`src/sv/ssmd_pkg.sv`:
```
`default_nettype none
// ----------------------------------------------------------------------------
// ssmd_pkg: shared types and constants
// Widths, codes and state encoding for the sparse map diff block.
// ----------------------------------------------------------------------------
package ssmd_pkg;

	localparam int MAX_CELLS_DEF  = 32;
	localparam int INDEX_BITS_DEF = 32;
	localparam int IDX_W          = 32;
	localparam int REV_W          = 32;
	localparam int OPS_W          = 7;
	localparam int CFG_IDX_W      = 2;
	localparam int CFG_DATA_W     = 32;

	localparam logic [OPS_W-1:0] MAX_OPS_RST = 7'd64;
	localparam logic [REV_W-1:0] SPAN_RST    = 32'd16;

	typedef enum logic [1:0] {
		OPC_LOAD_BASE   = 2'd0,
		OPC_LOAD_TARGET = 2'd1,
		OPC_RUN         = 2'd2
	} opcode_t;

	typedef enum logic [1:0] {
		KIND_FREE   = 2'd0,
		KIND_OCC    = 2'd1,
		KIND_REMOVE = 2'd2
	} kind_t;

	typedef enum logic [2:0] {
		ST_OP       = 3'd0,
		ST_NOCHANGE = 3'd1,
		ST_REVERR   = 3'd2,
		ST_LIMIT    = 3'd3,
		ST_OVERFLOW = 3'd4
	} status_t;

	typedef enum logic [CFG_IDX_W-1:0] {
		REG_MAX_OPS = 2'd0,
		REG_SPAN    = 2'd1
	} cfg_reg_t;

	typedef enum logic [2:0] {
		S_IDLE,
		S_CHECK,
		S_COUNT,
		S_EMIT,
		S_REPORT
	} state_t;

endpackage
`default_nettype wire

```
`src/sv/ssmd_item_if.sv`:
```
`default_nettype none
// ----------------------------------------------------------------------------
// ssmd_item_if: input item channel
// Load and run words with valid/ready handshake.
// ----------------------------------------------------------------------------
interface ssmd_item_if;
	import ssmd_pkg::*;

	logic              valid;
	logic              ready;
	logic [1:0]        opcode;
	logic [IDX_W-1:0]  cell_index;
	logic              cell_free;
	logic [REV_W-1:0]  base_revision;
	logic [REV_W-1:0]  target_revision;

	modport source (output valid, opcode, cell_index, cell_free, base_revision,
		target_revision, input ready);
	modport sink (input valid, opcode, cell_index, cell_free, base_revision,
		target_revision, output ready);
endinterface
`default_nettype wire

```
`src/sv/ssmd_result_if.sv`:
```
`default_nettype none
// ----------------------------------------------------------------------------
// ssmd_result_if: result channel
// Delta operation or status words with valid/ready handshake.
// ----------------------------------------------------------------------------
interface ssmd_result_if;
	import ssmd_pkg::*;

	logic             valid;
	logic             ready;
	logic [IDX_W-1:0] op_cell_index;
	logic [1:0]       op_kind;
	logic [2:0]       status;
	logic             last;

	modport source (output valid, op_cell_index, op_kind, status, last, input ready);
	modport sink (input valid, op_cell_index, op_kind, status, last, output ready);
endinterface
`default_nettype wire

```
`src/sv/ssmd_cfg_if.sv`:
```
`default_nettype none
// ----------------------------------------------------------------------------
// ssmd_cfg_if: configuration write channel
// Register index and write data with valid/ready handshake.
// ----------------------------------------------------------------------------
interface ssmd_cfg_if;
	import ssmd_pkg::*;

	logic                  valid;
	logic                  ready;
	logic [CFG_IDX_W-1:0]  index;
	logic [CFG_DATA_W-1:0] data;

	modport source (output valid, index, data, input ready);
	modport sink (input valid, index, data, output ready);
endinterface
`default_nettype wire

```
`src/sv/ssmd_ram.sv`:
```
`default_nettype none
// ----------------------------------------------------------------------------
// ssmd_ram: generic single-write, single-read RAM
// One write port, one read port with registered read data.
// ----------------------------------------------------------------------------
module ssmd_ram #(
	parameter int WIDTH = 8,
	parameter int DEPTH = 32,
	localparam int AW = (DEPTH > 1) ? $clog2(DEPTH) : 1
) (
	input  wire logic             clk,
	input  wire logic             we,
	input  wire logic [AW-1:0]    waddr,
	input  wire logic [WIDTH-1:0] wdata,
	input  wire logic [AW-1:0]    raddr,
	output logic      [WIDTH-1:0] rdata
);

	logic [WIDTH-1:0] mem_q [DEPTH];

	always_ff @(posedge clk) begin
		if (we) begin
			mem_q[waddr] <= wdata;
		end
		rdata <= mem_q[raddr];
	end

endmodule
`default_nettype wire

```
`src/sv/ssmd_list.sv`:
```
`default_nettype none
// ----------------------------------------------------------------------------
// ssmd_list: one sorted cell list
// Append-only cell store with fill count; read at the walk pointer.
// ----------------------------------------------------------------------------
module ssmd_list import ssmd_pkg::*; #(
	parameter int MAX_CELLS = MAX_CELLS_DEF,
	parameter int STORE_W   = IDX_W,
	localparam int AW = (MAX_CELLS > 1) ? $clog2(MAX_CELLS) : 1,
	localparam int PW = $clog2(MAX_CELLS + 1)
) (
	input  wire logic               clk,
	input  wire logic               arst_n,
	input  wire logic               push,
	input  wire logic               clear,
	input  wire logic [STORE_W-1:0] wr_index,
	input  wire logic               wr_free,
	input  wire logic [PW-1:0]      rd_ptr,
	output logic      [STORE_W-1:0] rd_index,
	output logic                    rd_free,
	output logic      [PW-1:0]      count,
	output logic                    full
);

	logic [PW-1:0]    count_q;
	logic             we;
	logic [STORE_W:0] rdata;

	assign full  = (count_q == PW'(MAX_CELLS));
	assign we    = push && !full;
	assign count = count_q;

	always_ff @(posedge clk or negedge arst_n) begin
		if (!arst_n) begin
			count_q <= '0;
		end else if (clear) begin
			count_q <= '0;
		end else if (we) begin
			count_q <= count_q + PW'(1);
		end
	end

	ssmd_ram #(
		.WIDTH (STORE_W + 1),
		.DEPTH (MAX_CELLS)
	) u_ram (
		.clk   (clk),
		.we    (we),
		.waddr (count_q[AW-1:0]),
		.wdata ({wr_free, wr_index}),
		.raddr (rd_ptr[AW-1:0]),
		.rdata (rdata)
	);

	assign rd_index = rdata[STORE_W-1:0];
	assign rd_free  = rdata[STORE_W];

endmodule
`default_nettype wire

```
`src/sv/sorted_sparse_map_diff.sv`:
```
`default_nettype none
// ----------------------------------------------------------------------------
// sorted_sparse_map_diff: delta between two sorted sparse cell lists
// Loads base and target lists, then merges them into delta operations.
// ----------------------------------------------------------------------------
//  channel | dir | word
//  req     | in  | opcode, cell_index, cell_free, base_revision, target_revision
//  rsp     | out | op_cell_index, op_kind, status, last
//  cfg     | in  | index, data (always ready)
//
//  A run does a revision and overflow check, then one merge step per cycle in
//  a count walk (up to base+target entries, plus a closing step) and, if it
//  found operations and fits the limit, a second emit walk up to the last
//  operation; one shared compare unit does every step. req is not ready from
//  run accept until its last word is loaded. rsp stalls hold the emit walk.
//  No clearing pass after reset.
// ----------------------------------------------------------------------------
module sorted_sparse_map_diff import ssmd_pkg::*; #(
	parameter int MAX_CELLS  = MAX_CELLS_DEF,
	parameter int INDEX_BITS = INDEX_BITS_DEF
) (
	input wire logic      clk,
	input wire logic      arst_n,
	ssmd_item_if.sink     req,
	ssmd_result_if.source rsp,
	ssmd_cfg_if.sink      cfg
);

	localparam int STORE_W = (INDEX_BITS < IDX_W) ? INDEX_BITS : IDX_W;
	localparam int PW      = $clog2(MAX_CELLS + 1);

	state_t state_q, state_d;

	logic [OPS_W-1:0]   max_ops_q;
	logic [REV_W-1:0]   span_q;
	logic               ovf_q;
	logic [REV_W-1:0]   brev_q, trev_q;
	logic [PW-1:0]      bi_q, ti_q, bi_d, ti_d;
	logic [OPS_W-1:0]   n_q, n_d, e_q, e_d;
	status_t            err_q, err_d;

	logic               rsp_valid_q;
	logic [IDX_W-1:0]   rsp_idx_q;
	kind_t              rsp_kind_q;
	status_t            rsp_status_q;
	logic               rsp_last_q;

	logic               rsp_load;
	logic [IDX_W-1:0]   ld_idx;
	kind_t              ld_kind;
	status_t            ld_status;
	logic               slot_free;
	logic               list_clear;

	logic               accept;
	logic               push_b, push_t;
	logic [STORE_W-1:0] b_idx, t_idx;
	logic               b_free, t_free, b_full, t_full;
	logic [PW-1:0]      b_cnt, t_cnt;

	logic               b_more, t_more, any_more, b_lt, t_lt;
	logic               take_b, take_t, adv_b, adv_t, step_prod;
	logic [REV_W:0]     rev_diff;
	logic               rev_bad;

	// configuration
	assign cfg.ready = 1'b1;

	always_ff @(posedge clk or negedge arst_n) begin
		if (!arst_n) begin
			max_ops_q <= MAX_OPS_RST;
			span_q    <= SPAN_RST;
		end else if (cfg.valid) begin
			unique case (cfg.index)
				REG_MAX_OPS: max_ops_q <= cfg.data[OPS_W-1:0];
				REG_SPAN:    span_q    <= cfg.data[REV_W-1:0];
				default: ;
			endcase
		end
	end

	// lists
	assign req.ready = (state_q == S_IDLE);
	assign accept    = req.valid && req.ready;
	assign push_b    = accept && (req.opcode == OPC_LOAD_BASE);
	assign push_t    = accept && (req.opcode == OPC_LOAD_TARGET);

	ssmd_list #(.MAX_CELLS(MAX_CELLS), .STORE_W(STORE_W)) u_base (
		.clk      (clk),
		.arst_n   (arst_n),
		.push     (push_b),
		.clear    (list_clear),
		.wr_index (req.cell_index[STORE_W-1:0]),
		.wr_free  (req.cell_free),
		.rd_ptr   (bi_d),
		.rd_index (b_idx),
		.rd_free  (b_free),
		.count    (b_cnt),
		.full     (b_full)
	);

	ssmd_list #(.MAX_CELLS(MAX_CELLS), .STORE_W(STORE_W)) u_target (
		.clk      (clk),
		.arst_n   (arst_n),
		.push     (push_t),
		.clear    (list_clear),
		.wr_index (req.cell_index[STORE_W-1:0]),
		.wr_free  (req.cell_free),
		.rd_ptr   (ti_d),
		.rd_index (t_idx),
		.rd_free  (t_free),
		.count    (t_cnt),
		.full     (t_full)
	);

	// shared merge step
	assign b_more    = (bi_q < b_cnt);
	assign t_more    = (ti_q < t_cnt);
	assign any_more  = b_more || t_more;
	assign b_lt      = (b_idx < t_idx);
	assign t_lt      = (t_idx < b_idx);
	assign take_b    = b_more && (!t_more || b_lt);
	assign take_t    = t_more && (!b_more || t_lt);
	assign adv_b     = b_more && !take_t;
	assign adv_t     = t_more && !take_b;
	assign step_prod = take_b || take_t || (b_more && t_more && (b_free != t_free));

	// revision check
	assign rev_diff = {1'b0, trev_q} - {1'b0, brev_q};
	assign rev_bad  = rev_diff[REV_W] || (rev_diff[REV_W-1:0] == '0) ||
		(rev_diff[REV_W-1:0] > span_q);

	assign slot_free = !rsp_valid_q || rsp.ready;

	// next state
	always_comb begin
		state_d = state_q;
		unique case (state_q)
			S_IDLE: begin
				if (accept && (req.opcode == OPC_RUN)) state_d = S_CHECK;
			end
			S_CHECK: begin
				state_d = (rev_bad || ovf_q) ? S_REPORT : S_COUNT;
			end
			S_COUNT: begin
				if (!any_more) begin
					state_d = (n_q == '0) ? S_REPORT : S_EMIT;
				end else if (n_q == max_ops_q) begin
					state_d = S_REPORT;
				end
			end
			S_EMIT: begin
				if (slot_free && step_prod && (e_q + OPS_W'(1) == n_q)) state_d = S_IDLE;
			end
			S_REPORT: begin
				if (slot_free) state_d = S_IDLE;
			end
			default: state_d = S_IDLE;
		endcase
	end

	// sequencer outputs
	always_comb begin
		bi_d       = bi_q;
		ti_d       = ti_q;
		n_d        = n_q;
		e_d        = e_q;
		err_d      = err_q;
		rsp_load   = 1'b0;
		ld_idx     = IDX_W'(take_b ? b_idx : t_idx);
		ld_kind    = take_b ? KIND_REMOVE : (t_free ? KIND_FREE : KIND_OCC);
		ld_status  = ST_OP;
		list_clear = 1'b0;
		unique case (state_q)
			S_IDLE: begin
				bi_d = '0;
				ti_d = '0;
			end
			S_CHECK: begin
				n_d = '0;
				if (rev_bad) begin
					err_d = ST_REVERR;
				end else if (ovf_q) begin
					err_d = ST_OVERFLOW;
				end
			end
			S_COUNT: begin
				if (!any_more) begin
					bi_d  = '0;
					ti_d  = '0;
					e_d   = '0;
					err_d = ST_NOCHANGE;
				end else if (n_q == max_ops_q) begin
					err_d = ST_LIMIT;
				end else begin
					if (adv_b) bi_d = bi_q + PW'(1);
					if (adv_t) ti_d = ti_q + PW'(1);
					if (step_prod) n_d = n_q + OPS_W'(1);
				end
			end
			S_EMIT: begin
				if (slot_free) begin
					if (adv_b) bi_d = bi_q + PW'(1);
					if (adv_t) ti_d = ti_q + PW'(1);
					if (step_prod) begin
						rsp_load = 1'b1;
						e_d      = e_q + OPS_W'(1);
						if (e_q + OPS_W'(1) == n_q) list_clear = 1'b1;
					end
				end
			end
			S_REPORT: begin
				if (slot_free) begin
					rsp_load   = 1'b1;
					ld_idx     = '0;
					ld_kind    = KIND_FREE;
					ld_status  = err_q;
					list_clear = 1'b1;
				end
			end
			default: ;
		endcase
	end

	always_ff @(posedge clk or negedge arst_n) begin
		if (!arst_n) begin
			state_q     <= S_IDLE;
			bi_q        <= '0;
			ti_q        <= '0;
			n_q         <= '0;
			e_q         <= '0;
			err_q       <= ST_OP;
			ovf_q       <= 1'b0;
			rsp_valid_q <= 1'b0;
		end else begin
			state_q <= state_d;
			bi_q    <= bi_d;
			ti_q    <= ti_d;
			n_q     <= n_d;
			e_q     <= e_d;
			err_q   <= err_d;
			if (list_clear) begin
				ovf_q <= 1'b0;
			end else if ((push_b && b_full) || (push_t && t_full)) begin
				ovf_q <= 1'b1;
			end
			if (rsp_load) begin
				rsp_valid_q <= 1'b1;
			end else if (rsp.ready) begin
				rsp_valid_q <= 1'b0;
			end
		end
	end

	always_ff @(posedge clk) begin
		if (accept && (req.opcode == OPC_RUN)) begin
			brev_q <= req.base_revision;
			trev_q <= req.target_revision;
		end
		if (rsp_load) begin
			rsp_idx_q    <= ld_idx;
			rsp_kind_q   <= ld_kind;
			rsp_status_q <= ld_status;
			rsp_last_q   <= list_clear;
		end
	end

	assign rsp.valid         = rsp_valid_q;
	assign rsp.op_cell_index = rsp_idx_q;
	assign rsp.op_kind       = rsp_kind_q;
	assign rsp.status        = rsp_status_q;
	assign rsp.last          = rsp_last_q;

endmodule
`default_nettype wire

```
`src/flat_wrapper.sv`:
```
// flat-port wrapper written by rule: the top's interface ports become plain ports
module sorted_sparse_map_diff_flat import ssmd_pkg::*;
#(
	parameter int MAX_CELLS  = MAX_CELLS_DEF,
	parameter int INDEX_BITS = INDEX_BITS_DEF
)
  (clk, arst_n, req_valid, req_opcode, req_cell_index, req_cell_free, req_base_revision, req_target_revision, req_ready, rsp_valid, rsp_op_cell_index, rsp_op_kind, rsp_status, rsp_last, rsp_ready, cfg_valid, cfg_index, cfg_data, cfg_ready);
  ssmd_item_if req_i ();
  ssmd_result_if rsp_i ();
  ssmd_cfg_if cfg_i ();
  input wire logic clk;
  input wire logic arst_n;
  input wire logic [$bits(req_i.valid)-1:0] req_valid;
  input wire logic [$bits(req_i.opcode)-1:0] req_opcode;
  input wire logic [$bits(req_i.cell_index)-1:0] req_cell_index;
  input wire logic [$bits(req_i.cell_free)-1:0] req_cell_free;
  input wire logic [$bits(req_i.base_revision)-1:0] req_base_revision;
  input wire logic [$bits(req_i.target_revision)-1:0] req_target_revision;
  output wire logic [$bits(req_i.ready)-1:0] req_ready;
  output wire logic [$bits(rsp_i.valid)-1:0] rsp_valid;
  output wire logic [$bits(rsp_i.op_cell_index)-1:0] rsp_op_cell_index;
  output wire logic [$bits(rsp_i.op_kind)-1:0] rsp_op_kind;
  output wire logic [$bits(rsp_i.status)-1:0] rsp_status;
  output wire logic [$bits(rsp_i.last)-1:0] rsp_last;
  input wire logic [$bits(rsp_i.ready)-1:0] rsp_ready;
  input wire logic [$bits(cfg_i.valid)-1:0] cfg_valid;
  input wire logic [$bits(cfg_i.index)-1:0] cfg_index;
  input wire logic [$bits(cfg_i.data)-1:0] cfg_data;
  output wire logic [$bits(cfg_i.ready)-1:0] cfg_ready;
  assign req_i.valid = req_valid;
  assign req_i.opcode = req_opcode;
  assign req_i.cell_index = req_cell_index;
  assign req_i.cell_free = req_cell_free;
  assign req_i.base_revision = req_base_revision;
  assign req_i.target_revision = req_target_revision;
  assign req_ready = req_i.ready;
  assign rsp_valid = rsp_i.valid;
  assign rsp_op_cell_index = rsp_i.op_cell_index;
  assign rsp_op_kind = rsp_i.op_kind;
  assign rsp_status = rsp_i.status;
  assign rsp_last = rsp_i.last;
  assign rsp_i.ready = rsp_ready;
  assign cfg_i.valid = cfg_valid;
  assign cfg_i.index = cfg_index;
  assign cfg_i.data = cfg_data;
  assign cfg_ready = cfg_i.ready;
  sorted_sparse_map_diff #(.MAX_CELLS(MAX_CELLS), .INDEX_BITS(INDEX_BITS)) u_core (.clk(clk), .arst_n(arst_n), .req(req_i), .rsp(rsp_i), .cfg(cfg_i));
endmodule
```
`config.mk`:
```
export PLATFORM = sky130hd
export DESIGN_NAME = sorted_sparse_map_diff_flat
export DESIGN_NICKNAME = d
export VERILOG_FILES = /design/src/sv/ssmd_pkg.sv /design/src/sv/ssmd_item_if.sv /design/src/sv/ssmd_result_if.sv /design/src/sv/ssmd_cfg_if.sv /design/src/sv/ssmd_ram.sv /design/src/sv/ssmd_list.sv /design/src/sv/sorted_sparse_map_diff.sv /design/src/flat_wrapper.sv
export SDC_FILE = /design/constraint.sdc
export NUM_CORES = 2
export LEC_CHECK = 0
export BUFFER_PORTS_ARGS = -buffer_cell sky130_fd_sc_hd__clkbuf_2
export CAP_MARGIN = 0
export CORE_MARGIN = 5
export CORE_UTILIZATION = 48
export DETAILED_ROUTE_END_ITERATION = 6
export GPL_ROUTABILITY_DRIVEN = 0
export HOLD_SLACK_MARGIN = 0.12
export PLACE_DENSITY = 0.66
export SLEW_MARGIN = 20
export SYNTH_ARGS = -nofsm -noshare
export SYNTH_HDL_FRONTEND = slang
export SYNTH_SLANG_ARGS = --single-unit
```
`constraint.sdc`:
```
create_clock -name clk -period 8.2 [get_ports clk]
set_input_delay 2.46 -clock clk [delete_from_list [all_inputs] [get_ports clk]]
set_output_delay 2.46 -clock clk [all_outputs]
set_load 0.05 [all_outputs]
```
==> flow_metrics.py <==
metrics = {
    "global_routing": {
        "grt_start_max_net_pins": 166,
        "grt_pass1_wl_um": 365000,
        "grt_overflow": 0,
        "grtUsageTotal_pct": 23.3,
        "antenna_found_initial": 13,
        "grt_pass1_vias": 55146,
    },
    "timing": {
        "fmax_ghz": 0.148,
        "post-route-min-period_ns": 6.74,
        "worst_pin_slew_ns": 1.16,
        "whs_ns": 0.504,
        "rsz0062_at_grt": "no",
        "fin_tns_setup_ns": 0,
        "finalHoldViolCount": 0,
        "fin_ws_ns": 1.46,
        "fin_crit_sh_pct": 82.2,
        "finalMaxSlewViolations": 0,
        "setup_viol": 0,
        "slew_headroom_pct": 22.3,
        "clock_skew_ns": 0.0465,
    },
    "floorplanning": {
        "row_count": 163,
        "dieArea_mm2": 0.208,
        "io_pins": 179,
        "die_w_um": 456,
        "core_mm2": 0.198,
        "die_h_um": 456,
        "initial_utilization_pct": 48.3,
    },
    "pwr": {
        "internal_power_mw": 20.9,
        "finalPower_mw": 28.7,
        "irDropWorstVdd_v": 0.000226,
        "p_sw_share_pct": 27.2,
        "p_clk_share_pct": 36.8,
        "p_sw_mw": 7.81,
        "seq_power_share_pct": 48.2,
        "p_per_area_mw_per_mm2": 266,
        "pwr-share-comb_pct": 15.0,
        "leakage_nw": 37.5,
    },
    "synthesis": {
        "synth-simple-area-share_pct": 9.86,
        "netlist.area_leader.share_pct": 69.6,
        "synth-xor-area-share_pct": 0.477,
        "synth_edf_count": 2214,
        "syn_nets": 6937,
        "synth.top_cells.by_area": "edfxtp_1, mux2i_1, nor2_1",
        "synth-async-reset-ratio_pct": 3.59,
        "synthCells": 6679,
        "synth_top_family_by_area": "simple AND/OR/NAND/NOR gates",
        "ys_ff_latch": 2365,
        "avgSynthCellArea_um2": 14.3,
        "yosys_warnings": 0,
        "muxShareOfSynthArea_pct": 4.70,
        "synth_fa_ha_area_share_pct": 1.58,
        "netlist_area_mm2": 0.0955,
        "yosys.area.top_type": "edfxtp_1",
        "synth_compound_area_share_pct": 7.91,
        "yosysSeqAreaShare_pct": 73.2,
        "synth_most_common_cell": "edfxtp_1",
        "ys_top_cells_by_count": "edfxtp_1, nor2_1, mux2i_1, o21ai_0, nor3_1",
        "synth-main-ff-cell": "edfxtp_1",
        "synth_cell_types": 80,
    },
    "finish": {
        "drive_gt1_share_pct": 11.8,
        "final_cells": 9711,
        "finalCoreUtilization_pct": 54.6,
        "final_cell_area_mm2": 0.108,
        "nets": 7122,
        "area_growth_pct": 13.0,
    },
    "drt": {
        "finalWirelength_um": 250000,
        "dr_total_vias": 57250,
        "drtIter0Drc": 6692,
        "postRouteAntennaNets": 0,
        "drtPass1Iterations": 5,
        "via_per_inst": 5.90,
        "wire_per_inst_um": 25.7,
        "drc": 0,
    },
    "clocking": {
        "clk_path_buf_depth": 3,
        "cts_setup_buffers": 0,
        "path_clk_slew_ns": 0.06,
        "insertion_delay_ns": 0.88,
        "hold_buffers": 0,
        "post_cts_resized": 0,
        "cts_buffers": 230,
        "tritoncts": "yes",
        "htreeDepth": 4,
        "cts-root-buf": "clkbuf_16",
        "clkSinkCount": 2365,
    },
    "hold_path": {
        "min_path_type": "reg -> reg",
    },
    "placement": {
        "place_hpwl_um": 141000,
        "io_buffers": 177,
        "dp.cells": 9270,
        "placed_cell_area_mm2": 0.100,
        "pre_cts_ws_ns": 1.15,
    },
    "setup_path": {
        "critPathMaxStageDelay_ns": 0.84,
        "cp_data_required_time_ns": 8.94,
        "critPathSlowestCell": "a2111oi_1",
        "critPathMaxFanout": 4,
        "end_kind": "register",
        "path_class": "reg -> reg",
        "crit_chain": "inv_1 -> ha_1 -> fa_1 -> nor2b_4 -> o31a_1 -> o2111ai_1 -> a2111oi_1 -> o21ai_1 -> a41o_1 -> or2_2 -> ha_1 -> nand2_1 -> nor3_1 -> nand2_1 -> nor4_1 -> o22ai_1 -> a21oi_1 -> nand4b_2 -> o211ai_4 -> mux2_4",
        "arrival_ns": 7.48,
        "cp-start-kind": "register",
    },
    "run_status": {
        "status": "finished clean",
    },
    "run": {
        "drv_cap": 0,
    },
}
==> logic make-up after synthesis <==
group | count (synthesis)
compound gates | 1181
xor+xnor | 52
fa+ha+maj | 120
buf+inv | 531
flops | 2365
mux | 443
other cells | 1
simple gates | 1986
==> critical path: cells and delay by family, from the launching register on <==
kind	cells	cell delay, ns
simple gates	7	2.05
flops	1	0.33
mux	1	0.32
fa+ha+maj	3	0.92
buf+inv	1	0.04
compound gates	8	2.95
==> area by class of cell <==
class                   count  area [um^2]
diodes                      4         10.0
fillers                 15601        89700
repair buffers            351         2490
inverters                 133          522
flip-flops and latches   2365        69900
clock buffers             329         6450
multi-input cells        3783        24000
well taps                2640         3300
clock inverters           106         1230
==> sequential cells by signal, indices dropped and copies added (netlist names) <==
name	flops
u_core.span_q	32
u_core.rsp.op_kind	2
u_core.u_target.count	6
u_core.err_q	3
u_core.ti_q	6
u_core.rsp.op_cell_index	32
u_core.u_base.count	6
u_core.bi_q	6
u_core.ovf_q	1
u_core.e_q	7
u_core.rsp.last	1
u_core.u_base.u_ram.mem_q	1056
u_core.rsp.valid	1
u_core.u_base.u_ram.rdata	33
u_core.u_target.u_ram.mem_q	1056
u_core.rsp.status	3
u_core.trev_q	32
u_core.brev_q	32
u_core.u_target.u_ram.rdata	33
u_core.state_q	3
u_core.n_q	7
u_core.max_ops_q	7
==> routing by layer <==
metal | GRT usage (%) | vias to the layer above | wire (um)
li1 | - | 25713 | -
met1 | 32.2 | 28706 | 102000
met2 | 38.0 | 2360 | 120000
met3 | 3.56 | 465 | 19600
met4 | 7.80 | 6 | 8290
met5 | 0 | - | 34
==> final timing paths <==
kind	from	end	slack [ns]	cells past startpoint
worst max-delay path	u_core.trev_q[0]$_DFFE_PP_	u_core.err_q[0]$_DFFE_PN0P_	1.46	20
min in group asynchronous	arst_n	u_core.bi_q[4]$_DFF_PN0_	1.54	1
worst min register to register	u_core.span_q[29]$_DFFE_PN0P_	u_core.span_q[29]$_DFFE_PN0P_	0.50	1
worst min-delay path	u_core.span_q[29]$_DFFE_PN0P_	u_core.span_q[29]$_DFFE_PN0P_	0.50	1
max in group asynchronous	arst_n	u_core.span_q[28]$_DFFE_PN0P_	5.48	2
worst max register to register	u_core.trev_q[0]$_DFFE_PP_	u_core.err_q[0]$_DFFE_PN0P_	1.46	20
==> cell usage in the layout (no fill, tap or decap), types with 39 or more instances in the layout <==
cell,instances
a21oi_1,97
buf_4,159
clkbuf_1,67
clkbuf_16,230
clkbuf_2,169
clkinv_2,44
dfrtp_1,83
dfxtp_1,66
edfxtp_1,2214
ha_1,119
inv_1,126
mux2_2,39
mux2i_1,403
nand2_1,139
nand2b_1,276
nand3_1,50
nor2_1,859
nor2_4,64
nor3_1,282
nor4_1,74
o211ai_1,271
o21ai_0,376
o21ai_1,76
o22ai_1,134
o32ai_1,133
or3_1,146
==> power groups by stage <==
stage / combinational (mW) / sequential (mW) / clock [mW]
final: 4.31 / 13.8 / 10.6
after CTS: 4.31 / 13.8 / 10.7
after global routing: 4.70 / 13.8 / 11.2
after floorplan: 2.73 / 14.1 / 0
after detailed placement: 4.30 / 14.1 / 0
after global placement: 4.21 / 14.1 / 0
(Power assumes the default switching activity.)
